==> config.mk <==
export PLATFORM = sky130hd
export DESIGN_NAME = first_fit_block_allocator
export DESIGN_NICKNAME = d
export VERILOG_FILES = /design/src/hw/rtl/ffba_pkg.sv /design/src/hw/rtl/ffba_table.sv /design/src/hw/rtl/ffba_ctrl.sv /design/src/hw/rtl/first_fit_block_allocator.sv
export SDC_FILE = /design/constraint.sdc
export NUM_CORES = 2
export LEC_CHECK = 0
export ABC_CLOCK_PERIOD_IN_PS = 5750
export CORE_AREA = 3 3 398 400
export DETAILED_ROUTE_END_ITERATION = 10
export DIE_AREA = 0 0 401 403
export DONT_BUFFER_PORTS = 1
export HOLD_SLACK_MARGIN = 0.03
export SLEW_MARGIN = 10
export SYNTH_ARGS = -nofsm -noshare
export SYNTH_HDL_FRONTEND = slang
export SYNTH_SLANG_ARGS = --single-unit
==> constraint.sdc <==
create_clock -name clk -period 5.75 [get_ports clk]
set_input_delay 0.2875 -clock clk [delete_from_list [all_inputs] [get_ports clk]]
set_output_delay 0.2875 -clock clk [all_outputs]
set_load 0.05 [all_outputs]
==> src/hw/rtl/ffba_pkg.sv <==
// Shared constants and status codes for the first-fit block allocator.
`timescale 1ns / 1ps

package ffba_pkg;

	// Default table depth and address width.
	localparam int DEF_MAX_BLOCKS = 32;
	localparam int DEF_ADDR_BITS  = 16;

	// Widths fixed by the interface.
	localparam int SIZE_W   = 17;
	localparam int STATUS_W = 3;

	// Pool size after reset, before clamping to the address range.
	localparam logic [SIZE_W-1:0] POOL_RESET = 17'd65536;

	// Request codes.
	localparam logic ACT_ALLOC = 1'b0;
	localparam logic ACT_FREE  = 1'b1;

	// Result status codes.
	localparam logic [STATUS_W-1:0] ST_OK      = 3'd0;
	localparam logic [STATUS_W-1:0] ST_NOFIT   = 3'd1;
	localparam logic [STATUS_W-1:0] ST_FULL    = 3'd2;
	localparam logic [STATUS_W-1:0] ST_UNKNOWN = 3'd3;
	localparam logic [STATUS_W-1:0] ST_ZERO    = 3'd4;

endpackage

==> src/hw/rtl/ffba_table.sv <==
// Block table memory: one write port, one read port with registered read data.
`timescale 1ns / 1ps

module ffba_table #(
	parameter int DEPTH = ffba_pkg::DEF_MAX_BLOCKS,
	parameter int WIDTH = 34
) (
	input  logic                     clk,
	input  logic                     we,
	input  logic [$clog2(DEPTH)-1:0] waddr,
	input  logic [WIDTH-1:0]         wdata,
	input  logic [$clog2(DEPTH)-1:0] raddr,
	output logic [WIDTH-1:0]         rdata
);

	logic [WIDTH-1:0] mem [DEPTH];

	// Synchronous write.
	always_ff @(posedge clk) begin
		if (we) begin
			mem[waddr] <= wdata;
		end
	end

	// Synchronous read; the read data is registered.
	always_ff @(posedge clk) begin
		rdata <= mem[raddr];
	end

endmodule

==> src/hw/rtl/ffba_ctrl.sv <==
// Allocator sequencer: table scan, entry shifting, split and merge write-back.
`timescale 1ns / 1ps

module ffba_ctrl #(
	parameter int MAX_BLOCKS = ffba_pkg::DEF_MAX_BLOCKS,
	parameter int ADDR_BITS  = ffba_pkg::DEF_ADDR_BITS,
	localparam int IDX_W = $clog2(MAX_BLOCKS),
	localparam int ENT_W = 2 * ADDR_BITS + 2
) (
	input  logic                          clk,
	input  logic                          arst_n,
	input  logic                          in_valid,
	output logic                          in_ready,
	input  logic                          action,
	input  logic [ffba_pkg::SIZE_W-1:0]   request_size,
	input  logic [ADDR_BITS-1:0]          address,
	output logic                          out_valid,
	input  logic                          out_ready,
	output logic [ffba_pkg::STATUS_W-1:0] status,
	output logic [ADDR_BITS-1:0]          granted_address,
	input  logic                          cfg_valid,
	output logic                          cfg_ready,
	input  logic [ffba_pkg::SIZE_W-1:0]   pool_length,
	output logic                          mem_we,
	output logic [IDX_W-1:0]              mem_waddr,
	output logic [ENT_W-1:0]              mem_wdata,
	output logic [IDX_W-1:0]              mem_raddr,
	input  logic [ENT_W-1:0]              mem_rdata
);

	localparam int CNT_W = $clog2(MAX_BLOCKS + 1);
	localparam int LEN_W = ADDR_BITS + 1;
	localparam int CMP_W = (LEN_W > ffba_pkg::SIZE_W) ? LEN_W : ffba_pkg::SIZE_W;
	localparam logic [CMP_W-1:0] POOL_MAX = {{(CMP_W-1){1'b0}}, 1'b1} << ADDR_BITS;
	localparam logic [CNT_W-1:0] CNT_MAX  = CNT_W'(MAX_BLOCKS);

	typedef struct packed {
		logic                 used;
		logic [LEN_W-1:0]     len;
		logic [ADDR_BITS-1:0] off;
	} entry_t;

	typedef enum logic [3:0] {
		S_INIT, S_IDLE, S_SCAN, S_NRD, S_NEV, S_SHIFT, S_WRA, S_WRB, S_DONE
	} state_t;

	// Clamp a written pool size to the range 1 .. 2^ADDR_BITS.
	function automatic logic [LEN_W-1:0] clamp_pool(input logic [ffba_pkg::SIZE_W-1:0] v);
		logic [CMP_W-1:0] x;
		x = CMP_W'(v);
		if (x == '0) begin
			x = CMP_W'(1);
		end else if (x > POOL_MAX) begin
			x = POOL_MAX;
		end
		return x[LEN_W-1:0];
	endfunction

	state_t                        state_q;
	logic [LEN_W-1:0]              pool_q;
	logic [CNT_W-1:0]              cnt_q;
	logic                          op_q;
	logic [ffba_pkg::SIZE_W-1:0]   size_q;
	logic [ADDR_BITS-1:0]          addr_q;
	logic [CNT_W-1:0]              rd_idx_q;
	logic                          chk_v_s1;
	logic [CNT_W-1:0]              chk_idx_s1;
	logic [CNT_W-1:0]              hit_idx_q;
	entry_t                        hit_q;
	entry_t                        prev_q;
	logic                          sh_up_q;
	logic [CNT_W-1:0]              sh_rd_q;
	logic [CNT_W-1:0]              sh_n_q;
	logic [1:0]                    sh_dist_q;
	logic                          sh_pend_s1;
	logic [CNT_W-1:0]              sh_dst_s1;
	logic [CNT_W-1:0]              wa_idx_q;
	entry_t                        wa_ent_q;
	logic [CNT_W-1:0]              wb_idx_q;
	entry_t                        wb_ent_q;
	logic [ffba_pkg::STATUS_W-1:0] res_st_q;
	logic [ADDR_BITS-1:0]          res_ga_q;
	logic                          out_v_q;
	logic [ffba_pkg::STATUS_W-1:0] out_st_q;
	logic [ADDR_BITS-1:0]          out_ga_q;

	entry_t                        rd_ent;
	logic                          match;
	logic [CNT_W-1:0]              hit_nx;
	logic                          has_next;
	logic                          mrg_prev;
	logic                          mrg_next;
	logic [LEN_W-1:0]              mrg_len;
	logic [CMP_W-1:0]              rem_len;
	entry_t                        wr_ent;

	assign rd_ent = entry_t'(mem_rdata);

	// Handshake outputs.
	assign in_ready        = (state_q == S_IDLE) && !cfg_valid;
	assign cfg_ready       = (state_q == S_IDLE);
	assign out_valid       = out_v_q;
	assign status          = out_st_q;
	assign granted_address = out_ga_q;

	// Scan test: first free block that fits, or the used block starting at the address.
	always_comb begin
		if (op_q == ffba_pkg::ACT_FREE) begin
			match = rd_ent.used && (rd_ent.off == addr_q);
		end else begin
			match = !rd_ent.used && (CMP_W'(rd_ent.len) >= CMP_W'(size_q));
		end
		rem_len = CMP_W'(rd_ent.len) - CMP_W'(size_q);
	end

	// Neighbor merge decision for a free, evaluated when the next entry arrives.
	always_comb begin
		hit_nx   = hit_idx_q + CNT_W'(1);
		has_next = hit_nx < cnt_q;
		mrg_prev = (hit_idx_q != '0) && !prev_q.used &&
			(LEN_W'(prev_q.off) + prev_q.len == LEN_W'(hit_q.off));
		mrg_next = has_next && !rd_ent.used &&
			(LEN_W'(hit_q.off) + hit_q.len == LEN_W'(rd_ent.off));
		mrg_len  = hit_q.len + (mrg_prev ? prev_q.len : '0) + (mrg_next ? rd_ent.len : '0);
	end

	// Memory port control.
	always_comb begin
		mem_we    = 1'b0;
		mem_waddr = '0;
		wr_ent    = '0;
		mem_raddr = '0;
		unique case (state_q)
			S_INIT: begin
				mem_we     = 1'b1;
				wr_ent.len = pool_q;
			end
			S_SCAN: begin
				mem_raddr = rd_idx_q[IDX_W-1:0];
			end
			S_NRD: begin
				mem_raddr = hit_nx[IDX_W-1:0];
			end
			S_SHIFT: begin
				mem_raddr = sh_rd_q[IDX_W-1:0];
				if (sh_pend_s1) begin
					mem_we    = 1'b1;
					mem_waddr = sh_dst_s1[IDX_W-1:0];
					wr_ent    = rd_ent;
				end
			end
			S_WRA: begin
				mem_we    = 1'b1;
				mem_waddr = wa_idx_q[IDX_W-1:0];
				wr_ent    = wa_ent_q;
			end
			S_WRB: begin
				mem_we    = 1'b1;
				mem_waddr = wb_idx_q[IDX_W-1:0];
				wr_ent    = wb_ent_q;
			end
			default: begin
			end
		endcase
		mem_wdata = wr_ent;
	end

	// Sequencer: state and registered results.
	always_ff @(posedge clk or negedge arst_n) begin
		if (!arst_n) begin
			state_q    <= S_INIT;
			pool_q     <= clamp_pool(ffba_pkg::POOL_RESET);
			cnt_q      <= CNT_W'(1);
			chk_v_s1   <= 1'b0;
			sh_pend_s1 <= 1'b0;
			out_v_q    <= 1'b0;
		end else begin
			// A result transfer empties the output register unless a new result loads it.
			if (out_v_q && out_ready && state_q != S_DONE) begin
				out_v_q <= 1'b0;
			end
			unique case (state_q)
				S_INIT: begin
					state_q <= S_IDLE;
				end
				S_IDLE: begin
					if (cfg_valid) begin
						pool_q  <= clamp_pool(pool_length);
						cnt_q   <= CNT_W'(1);
						state_q <= S_INIT;
					end else if (in_valid) begin
						op_q     <= action;
						size_q   <= request_size;
						addr_q   <= address;
						rd_idx_q <= '0;
						chk_v_s1 <= 1'b0;
						if (action == ffba_pkg::ACT_ALLOC && request_size == '0) begin
							res_st_q <= ffba_pkg::ST_ZERO;
							res_ga_q <= '0;
							state_q  <= S_DONE;
						end else begin
							state_q <= S_SCAN;
						end
					end
				end
				S_SCAN: begin
					if (chk_v_s1 && match) begin
						chk_v_s1  <= 1'b0;
						hit_idx_q <= chk_idx_s1;
						hit_q     <= rd_ent;
						if (op_q == ffba_pkg::ACT_FREE) begin
							state_q <= S_NRD;
						end else if (CMP_W'(rd_ent.len) == CMP_W'(size_q)) begin
							wb_idx_q <= chk_idx_s1;
							wb_ent_q <= '{used: 1'b1, len: rd_ent.len, off: rd_ent.off};
							res_st_q <= ffba_pkg::ST_OK;
							res_ga_q <= rd_ent.off;
							state_q  <= S_WRB;
						end else if (cnt_q == CNT_MAX) begin
							res_st_q <= ffba_pkg::ST_FULL;
							res_ga_q <= '0;
							state_q  <= S_DONE;
						end else begin
							// Split: open a slot after the block, then write both halves.
							wa_idx_q  <= chk_idx_s1 + CNT_W'(1);
							wa_ent_q  <= '{used: 1'b0, len: rem_len[LEN_W-1:0],
								off: rd_ent.off + ADDR_BITS'(size_q)};
							wb_idx_q  <= chk_idx_s1;
							wb_ent_q  <= '{used: 1'b1, len: LEN_W'(size_q), off: rd_ent.off};
							res_st_q  <= ffba_pkg::ST_OK;
							res_ga_q  <= rd_ent.off;
							sh_up_q   <= 1'b1;
							sh_rd_q   <= cnt_q - CNT_W'(1);
							sh_n_q    <= cnt_q - CNT_W'(1) - chk_idx_s1;
							sh_dist_q <= 2'd1;
							cnt_q     <= cnt_q + CNT_W'(1);
							state_q   <= S_SHIFT;
						end
					end else if (chk_v_s1 && chk_idx_s1 == cnt_q - CNT_W'(1)) begin
						chk_v_s1 <= 1'b0;
						res_st_q <= (op_q == ffba_pkg::ACT_FREE) ? ffba_pkg::ST_UNKNOWN
							: ffba_pkg::ST_NOFIT;
						res_ga_q <= '0;
						state_q  <= S_DONE;
					end else begin
						if (chk_v_s1) begin
							prev_q <= rd_ent;
						end
						if (rd_idx_q < cnt_q) begin
							chk_v_s1   <= 1'b1;
							chk_idx_s1 <= rd_idx_q;
							rd_idx_q   <= rd_idx_q + CNT_W'(1);
						end else begin
							chk_v_s1 <= 1'b0;
						end
					end
				end
				S_NRD: begin
					state_q <= S_NEV;
				end
				S_NEV: begin
					// Close the gap left by merged neighbors, then write the merged block.
					wb_idx_q  <= mrg_prev ? hit_idx_q - CNT_W'(1) : hit_idx_q;
					wb_ent_q  <= '{used: 1'b0, len: mrg_len,
						off: mrg_prev ? prev_q.off : hit_q.off};
					res_st_q  <= ffba_pkg::ST_OK;
					res_ga_q  <= '0;
					sh_up_q   <= 1'b0;
					sh_rd_q   <= hit_nx + CNT_W'(mrg_next);
					sh_n_q    <= cnt_q - hit_nx - CNT_W'(mrg_next);
					sh_dist_q <= 2'(mrg_prev) + 2'(mrg_next);
					cnt_q     <= cnt_q - CNT_W'(mrg_prev) - CNT_W'(mrg_next);
					state_q   <= S_SHIFT;
				end
				S_SHIFT: begin
					if (sh_n_q != '0) begin
						sh_pend_s1 <= 1'b1;
						sh_dst_s1  <= sh_up_q ? sh_rd_q + CNT_W'(1) : sh_rd_q - CNT_W'(sh_dist_q);
						sh_rd_q    <= sh_up_q ? sh_rd_q - CNT_W'(1) : sh_rd_q + CNT_W'(1);
						sh_n_q     <= sh_n_q - CNT_W'(1);
					end else begin
						sh_pend_s1 <= 1'b0;
						if (!sh_pend_s1) begin
							state_q <= sh_up_q ? S_WRA : S_WRB;
						end
					end
				end
				S_WRA: begin
					state_q <= S_WRB;
				end
				S_WRB: begin
					state_q <= S_DONE;
				end
				S_DONE: begin
					if (!out_v_q || out_ready) begin
						out_v_q  <= 1'b1;
						out_st_q <= res_st_q;
						out_ga_q <= res_ga_q;
						state_q  <= S_IDLE;
					end
				end
				default: begin
					state_q <= S_IDLE;
				end
			endcase
		end
	end

`ifndef ASSERT_OFF
	// The table always holds between one and MAX_BLOCKS blocks.
	a_cnt_range: assert property (@(posedge clk) disable iff (!arst_n)
		(cnt_q != '0) && (cnt_q <= CNT_MAX))
		else $error("block count out of range");

	// Only a successful allocate reports a nonzero address.
	a_ga_zero: assert property (@(posedge clk) disable iff (!arst_n)
		out_v_q && (out_st_q != ffba_pkg::ST_OK) |-> (out_ga_q == '0))
		else $error("address reported with failing status");

	// A configuration transfer rebuilds the table before any new request.
	a_cfg_init: assert property (@(posedge clk) disable iff (!arst_n)
		cfg_valid && cfg_ready |=> (state_q == S_INIT) && (cnt_q == CNT_W'(1)))
		else $error("table not rebuilt after configuration");

	// While the shift still has entries to read, the entry being written is never the one being read.
	a_shift_addr: assert property (@(posedge clk) disable iff (!arst_n)
		(state_q == S_SHIFT) && mem_we && (sh_n_q != '0) |-> (mem_waddr != mem_raddr))
		else $error("shift write collides with shift read");
`endif

endmodule

==> src/hw/rtl/first_fit_block_allocator.sv <==
// Top level of the first-fit block allocator with free-block coalescing.
`timescale 1ns / 1ps

// The pool is kept as an address-ordered table of up to MAX_BLOCKS blocks in one
// synchronous memory, and requests are handled one at a time. An allocate scans
// the table from entry 0, one entry per cycle, until the first free block that
// fits; a free scans likewise for the used block starting at the address. A miss
// scans every entry of the table before its result. A split moves the entries
// behind the block up by one slot and a merge moves them down over the absorbed
// neighbors, one entry at a time. A free first reads the entry after the block to
// decide the merge and, after the move, writes the merged free block; a split
// writes the free remainder and then the used block; an exact fit only marks its
// block used. The entries scanned and the entries moved never add up to more than
// the table. A finished result waits in an output register while the next request
// is taken. After reset and after each pool_length write, the table is rebuilt as
// one free block.
module first_fit_block_allocator #(
	parameter int MAX_BLOCKS = ffba_pkg::DEF_MAX_BLOCKS,
	parameter int ADDR_BITS  = ffba_pkg::DEF_ADDR_BITS
) (
	input  logic                          clk,
	input  logic                          arst_n,
	input  logic                          in_valid,
	output logic                          in_ready,
	input  logic                          action,
	input  logic [ffba_pkg::SIZE_W-1:0]   request_size,
	input  logic [ADDR_BITS-1:0]          address,
	output logic                          out_valid,
	input  logic                          out_ready,
	output logic [ffba_pkg::STATUS_W-1:0] status,
	output logic [ADDR_BITS-1:0]          granted_address,
	input  logic                          cfg_valid,
	output logic                          cfg_ready,
	input  logic [ffba_pkg::SIZE_W-1:0]   pool_length
);

	localparam int IDX_W = $clog2(MAX_BLOCKS);
	localparam int ENT_W = 2 * ADDR_BITS + 2;

	logic             mem_we;
	logic [IDX_W-1:0] mem_waddr;
	logic [ENT_W-1:0] mem_wdata;
	logic [IDX_W-1:0] mem_raddr;
	logic [ENT_W-1:0] mem_rdata;

	// Request sequencer.
	ffba_ctrl #(
		.MAX_BLOCKS (MAX_BLOCKS),
		.ADDR_BITS  (ADDR_BITS)
	) u_ctrl (
		.clk             (clk),
		.arst_n          (arst_n),
		.in_valid        (in_valid),
		.in_ready        (in_ready),
		.action          (action),
		.request_size    (request_size),
		.address         (address),
		.out_valid       (out_valid),
		.out_ready       (out_ready),
		.status          (status),
		.granted_address (granted_address),
		.cfg_valid       (cfg_valid),
		.cfg_ready       (cfg_ready),
		.pool_length     (pool_length),
		.mem_we          (mem_we),
		.mem_waddr       (mem_waddr),
		.mem_wdata       (mem_wdata),
		.mem_raddr       (mem_raddr),
		.mem_rdata       (mem_rdata)
	);

	// Block table storage.
	ffba_table #(
		.DEPTH (MAX_BLOCKS),
		.WIDTH (ENT_W)
	) u_table (
		.clk   (clk),
		.we    (mem_we),
		.waddr (mem_waddr),
		.wdata (mem_wdata),
		.raddr (mem_raddr),
		.rdata (mem_rdata)
	);

endmodule
# ---- After elaboration in Yosys (flattened, before gate mapping)
# Memories as Yosys holds them, arrays and structs flattened. A register that Yosys moved wholly into a read port is not among the register bits.
# Cells that the tools add are included.
dict set report totals {
  latchBits 0
  word_cells 251
  mem_bits_rw 1088
  regBits 284
  romBits 0
  out_inout_bits 22
  mem_count 1
}
dict set report classes {
  addsub 23
  n_bitwise 7
  mul 0
  n_shift 0
  eq_ne 34
  n_mux 106
  reduce_logical 43
  order_cmp 4
  div 0
}
# memory depth width read_ports rd_ports_with_merged_regs wr line
set memory_table {}
lappend memory_table {u_table.mem 32 34 1 1 1 ffba_table.sv:16} ;# logic [WIDTH-1:0] mem [DEPTH];
# cell n
set op_table {}
lappend op_table {{$mux 34} 5}
lappend op_table {{$mux 16} 9}
lappend op_table {{$mux 6} 21}
lappend op_table {{$pmux 16 s3} 2}
lappend op_table {{$mux 17} 4}
lappend op_table {{$pmux 17 s4} 1}
lappend op_table {{$pmux 34 s2} 1}
lappend op_table {{$pmux 6 s3} 3}
lappend op_table {{$mux 4} 11}
lappend op_table {{$mux 5} 7}
lappend op_table {{$add 16x17->17} 2}
lappend op_table {{$add 17x17->17} 2}
lappend op_table {{$eq 17x16->1} 2}
lappend op_table {{$logic_not 17->1} 2}
lappend op_table {{$pmux 4 s8} 1}
lappend op_table {{$pmux 5 s3} 2}
lappend op_table {{$add 6x1->6 const B} 4}
lappend op_table {{$mux 3} 7}
lappend op_table {{$reduce_and 7->1} 3}
lappend op_table {{$ne 2x2->1 const B} 10}
lappend op_table {{$reduce_and 5->1} 4}
lappend op_table {{$mux 1} 18}
lappend op_table {{$reduce_and 6->1} 3}
lappend op_table {{$sub 6x1->6} 3}
lappend op_table {{other kinds (43)} 90}

# ---- Depth between registers and ports, before layout
dict set report depth {
  depth_word 7
  mapped_depth 27
  ltp_nobuf 26
}

# ---- Cells and area by module
# From an unflattened synthesis, not the netlist that was laid out.
dict set report unflattened {
  cells_unflattened 4019
  hier_area_um2 60740.8
}
# module instances seq_area_each_um2 cells_per_inst area_each_um2
set by_module_without_submodules {}
lappend by_module_without_submodules {ffba_table 1 33352.0 2399 43107.6}
lappend by_module_without_submodules {ffba_ctrl 1 8350.5 1620 17633.2}

# ---- Least setup slack after synthesis
# No wires, ideal clock.
dict set report synth_path {
  path_kind {reg-to-reg}
  start {register u_ctrl.prev_q[0] (netlist name)}
  end {register u_ctrl.wb_ent_q[32] (netlist name), data pin}
  setup_time_ns 0.265
  setup_slack_ns -0.403
  arrival_time_ns 5.888
  stages_incl_launch_ff 27
  path_buffers 2
  path_cell_list {edfxtp_1 -> ha_1 -> fa_1 -> xor2_1 -> or4_4 -> a211oi_2 -> nand4_1 -> a221oi_2 -> nand4_1 -> or4_4 -> nor2_8 -> buf_8 -> buf_4 -> nand2_1 -> fa_1 -> inv_1 -> ha_1 -> o21ai_0 -> o211ai_1 -> a31oi_1 -> o21ai_0 -> nor4_1 -> o41a_1 -> o21bai_1 -> a21oi_1 -> xnor3_1 -> o21ai_1}
}
dict set report synth_between {
  elab_chain_cells 7
}
# element line
set synth_lines {}
lappend synth_lines {{start: declaration} ffba_ctrl.sv:70} ;# entry_t prev_q;
lappend synth_lines {{start signal: assignment} ffba_ctrl.sv:247} ;# prev_q <= rd_ent;
lappend synth_lines {{$add 16x17->17} ffba_ctrl.sv:121} ;# (LEN_W'(prev_q.off) + prev_q.len == LEN_W'(hit_q.off));
lappend synth_lines {{$eq 17x16->1} ffba_ctrl.sv:121}
lappend synth_lines {{$logic_and 1x1->1} ffba_ctrl.sv:120} ;# mrg_prev = (hit_idx_q != '0) && !prev_q.used &&
lappend synth_lines {{$mux 17} ffba_ctrl.sv:124} ;# mrg_len = hit_q.len + (mrg_prev ? prev_q.len : '0) + (mrg_next ? rd_ent.len : '0);
lappend synth_lines {{$add 17x17->17 (2 in a row)} ffba_ctrl.sv:124}
lappend synth_lines {{$pmux 34 s2} ffba_ctrl.sv:182} ;# unique case (state_q)
lappend synth_lines {{end signal: assignment} ffba_ctrl.sv:215} ;# wb_ent_q <= '{used: 1'b1, len: rd_ent.len, off: rd_ent.off};
lappend synth_lines {{end signal: assignment} ffba_ctrl.sv:229} ;# wb_ent_q <= '{used: 1'b1, len: LEN_W'(size_q), off: rd_ent.off};
lappend synth_lines {{end signal: assignment} ffba_ctrl.sv:264} ;# wb_ent_q <= '{used: 1'b0, len: mrg_len,
lappend synth_lines {{end: declaration} ffba_ctrl.sv:80} ;# entry_t wb_ent_q;
# No other way between the ends.
# A chain may end at the register's enable or synchronous reset.

# ---- Worst setup path in the final report
# Ends and elaborated chain as after synthesis.

==> impl_metrics.csv <==
group,metric,value,unit
outcome,status,"finished, violations left",
outcome,failed_checks,"negative setup slack",
hold_path,hp-class,"in -> async",
setup_path,endpoint_kind,"register",
logic_synthesis,synthesis.nets,4975,
cells_and_area,syn2layout_area_growth,15.3,%
floorplanning,start_util,39.8,%
timing,setup_viol_count_final,5,
setup_path,cp.required,6.27,ns
setup_path,cp.arrival,6.40,ns
global_route,grt_max_degree,126,
logic_synthesis,ys_seq_elements,1405,
cells_and_area,nNetsFinal,5141,
timing,worstMarginPinSlew,1.40,ns
cts,clock_path_buffers,3,
detailed_routing,wire_per_inst,25.3,µm
setup_path,path_class,"reg -> reg",
setup_path,regToRegSetupSlack,-0.14,ns
cells_and_area,final_common_cell,"edfxtp_1",
global_route,gr-total-overflow,0,
cells_and_area,drive_gt1_share,11.4,%
timing,setup_tns,-0.282,ns
cells_and_area,antenna_cells,0,
power,p_total,0.0345,W
global_route,grt_pass1_wl,263000,µm
floorplanning,die_h,403,µm
setup_path,critPathMaxFanout,4,
setup_path,r2r_start,"u_ctrl.prev_q[0]$_DFFE_PP_",
cts,clock-sinks,1405,
floorplanning,core-area,0.156,mm²
cells_and_area,nFillCells,13758,
timing,period_minus_slack,5.89,ns
placement,globalplace.congestion,0.924,
timing,finalCritPeriodShare,102,%
timing,fin_skew,0.0306,ns
cts,cts_root_buf,"clkbuf_16",
logic_synthesis,yosys_warnings,0,
detailed_routing,detail-route-antenna-nets,0,
detailed_routing,drtIter0Drc,4583,
cts,insertion_delay,0.78,ns
setup_path,r2r-end,"u_ctrl.wb_ent_q[32]$_DFFE_PP_",
global_route,gr-usage-all-layers,21.8,%
detailed_routing,dr.pass1.iters,8,
cells_and_area,multi_input_area,0.0190,mm²
timing,relSlewSlack,6.47,%
timing,hold_viol_final,0,
detailed_routing,wl,180000,µm
cts,clkTransAtPathRegs,0.06,ns
setup_path,start_kind,"register",
cells_and_area,final_cell_mix,"edfxtp_1 (1,341), nand2_1 (863), a211oi_1 (351)",
detailed_routing,vias_per_cell,5.74,
cts,cts_htree_levels,4,
logic_synthesis,synth-main-ff-cell,"edfxtp_1",
floorplanning,placementRows,145,
logic_synthesis,synth-edff-count,1341,
logic_synthesis,ys_seq_area_share,67.4,%
placement,port_buffers,0,
timing,rsz0062_at_grt,"yes",
setup_path,reg2reg_depth,24,
power,ir_drop,291,µV
logic_synthesis,syn_avg_cell_area,13.0,µm²
floorplanning,die-area,0.162,mm²
flow_run,maxCapViolations,0,
detailed_routing,via_count,40823,
logic_synthesis,synth_cell_types,84,
placement,hpwl,108000,µm
timing,finalWorstSetupSlack,-0.139,ns
cts,cts_tree,"yes",
global_route,grt_pass1_vias,39106,
power,total_leakage_power,25.0,nW
power,p_per_area,483,mW/mm²
floorplanning,die_w,401,µm
detailed_routing,drc,0,
logic_synthesis,synth-async-reset-ratio,2.14,%
cells_and_area,seq_area,0.0417,mm²
placement,dpl-instance-area,0.0658,mm²
floorplanning,ios,78,
logic_synthesis,synthesis.area,0.0619,mm²
cells_and_area,final_area,0.0714,mm²
cts,cts_buffers,149,
timing,fmax,170,MHz
timing,drv_slew,0,
global_route,grt_antenna_before_repair,0,
logic_synthesis,synth_cells,4771,
## metal layers
layer  GRT usage [%]  vias to the layer above  wire length [µm]
met5               0                        -                 0
met4            8.44                        0              7150
met3            3.30                      334             12000
met2            34.7                     1479             83700
met1            30.3                    20650             77200
li1                -                    18360                 -
## power breakdown
part / switching, W / leakage, nW / total [W] / internal (W)
clock: 0.00394 / 2.31 / 0.00930 / 0.00536
sequential: 0.000559 / 13.1 / 0.0138 / 0.0132
combinational: 0.00788 / 9.60 / 0.0114 / 0.00354
total: 0.0124 / 25.0 / 0.0345 / 0.0221
## critical path, cell delays in order (launching register included)
cell and delay (ns):
edfxtp_1 0.40, ha_2 0.23, fa_2 0.54, xor2_1 0.06, or4_4 0.41, a211oi_2 0.15
nand4_1 0.13, a221oi_2 0.18, nand4_1 0.13, or4_4 0.58, nor2_8 0.14, nand2_2 0.07
fa_1 0.56, inv_2 0.06, ha_4 0.28, a211oi_4 0.06, o211ai_1 0.32, a31oi_4 0.15
o21ai_2 0.19, nor4_2 0.06, o41a_1 0.43, o21bai_1 0.17, a21oi_1 0.10, xnor3_1 0.20
o21ai_1 0.05
## synth_stat cells (all sizes together), types with 5 or more instances
cell type | n | area, µm²
a22oi | 17 | 128
a211oi | 358 | 2690
nor2 | 124 | 484
fa | 27 | 541
a311o | 35 | 350
mux2 | 7 | 78.8
nand4b | 5 | 43.8
and3 | 22 | 138
buf | 66 | 327
o21ai | 100 | 500
a21o | 52 | 390
nand4 | 15 | 93.8
o31ai | 7 | 52.6
nand2b | 18 | 113
xor2 | 38 | 333
a2111oi | 7 | 61.3
xnor2 | 104 | 911
ha | 121 | 1510
o22ai | 6 | 37.5
a21oi | 103 | 515
nor3 | 33 | 170
nor2b | 15 | 93.8
or2 | 7 | 43.8
o21a | 12 | 90.1
nand2 | 868 | 3260
a21boi | 9 | 67.6
mux2i | 31 | 310
edfxtp | 1341 | 40300
o311ai | 6 | 52.6
dfxtp | 34 | 681
o211ai | 45 | 338
o21bai | 11 | 82.6
and2 | 265 | 1660
clkbuf | 228 | 857
nand3 | 90 | 450
dfrtp | 28 | 701
inv | 150 | 563
a311oi | 106 | 928
nor4 | 22 | 138
a222oi | 35 | 350
a31oi | 151 | 945
or3 | 6 | 37.5
## area by class of cell
type / instances / share of cell area [%]
Sequential cell: 1405 / 58.4
Multi-Input combinational cell: 2921 / 26.6
Clock buffer: 195 / 5.72
Timing Repair Buffer: 309 / 3.99
Tap cell: 2058 / 3.61
Clock inverter: 77 / 0.873
Inverter: 151 / 0.794
## sequential cells by signal (all words and copies together), names as in the netlist, 6 cells and up
register and flops:
u_ctrl.size_q 17, u_ctrl.res_ga_q 16, u_ctrl.hit_q 33, u_ctrl.wa_ent_q 33
u_table.mem 1088, u_ctrl.rd_idx_q 6, u_table.rdata 34, u_ctrl.chk_idx_s1 6
u_ctrl.prev_q 34, u_ctrl.wb_ent_q 34, u_ctrl.addr_q 16, u_ctrl.sh_n_q 6
u_ctrl.cnt_q 6, u_ctrl.hit_idx_q 6, u_ctrl.pool_q 17, u_ctrl.granted_address 16
## worst max path at each step
stage	startpoint	endpoint	slack, ns	depth (start not counted)
after floorplan	u_ctrl.prev_q[16]$_DFFE_PP_	u_ctrl.wb_ent_q[32]$_DFFE_PP_	-0.009	26
after global placement	u_ctrl.prev_q[16]$_DFFE_PP_	u_ctrl.wb_ent_q[31]$_DFFE_PP_	-0.19	27
after detailed placement	u_ctrl.prev_q[0]$_DFFE_PP_	u_ctrl.wb_ent_q[32]$_DFFE_PP_	-0.25	25
after CTS	u_ctrl.prev_q[0]$_DFFE_PP_	u_ctrl.wb_ent_q[32]$_DFFE_PP_	-0.06	25
after global routing	u_ctrl.prev_q[0]$_DFFE_PP_	u_ctrl.wb_ent_q[32]$_DFFE_PP_	-0.40	24
final	u_ctrl.prev_q[0]$_DFFE_PP_	u_ctrl.wb_ent_q[32]$_DFFE_PP_	-0.14	24
## stage by stage
| stage | cells | hold WS [ns] | setup WS [ns] | utilization [%] |
|---|---|---|---|---|
| after floorplan | 4771 | -0.00809 | -0.00928 | - |
| after global placement | 6777 | -0.00549 | -0.190 | 42.3 |
| after detailed placement | 6777 | -0.00548 | -0.246 | 42.3 |
| final | 7116 | 0.100 | -0.139 | 45.8 |
| after global routing | 7116 | 0.0846 | -0.400 | 45.8 |
| after CTS | 7113 | 0.0468 | -0.0615 | 45.7 |
## timing repair
item / 4_1_cts / 5_1_grt
endpoints found under the setup margin: 5 / 9
buffers inserted: 6 / 8
pin swaps: 1 / 28
hold buffers: 58 / 0
hold endpoints to repair: 127 / 0
resized for setup: 11 / 34
## kinds of logic after synthesis
family / Yosys count / synth area share (%)
muxes: 38 / 0.629
AOI/OAI and AO/OA: 1086 / 12.7
and+or+nand+nor: 1505 / 11.1
buffers and inverters: 445 / 2.83
adders and majority gates: 149 / 3.34
DFF: 1405 / 67.4
xor gates and xnor gates: 143 / 2.05
Power figures use the tool's default switching activity.
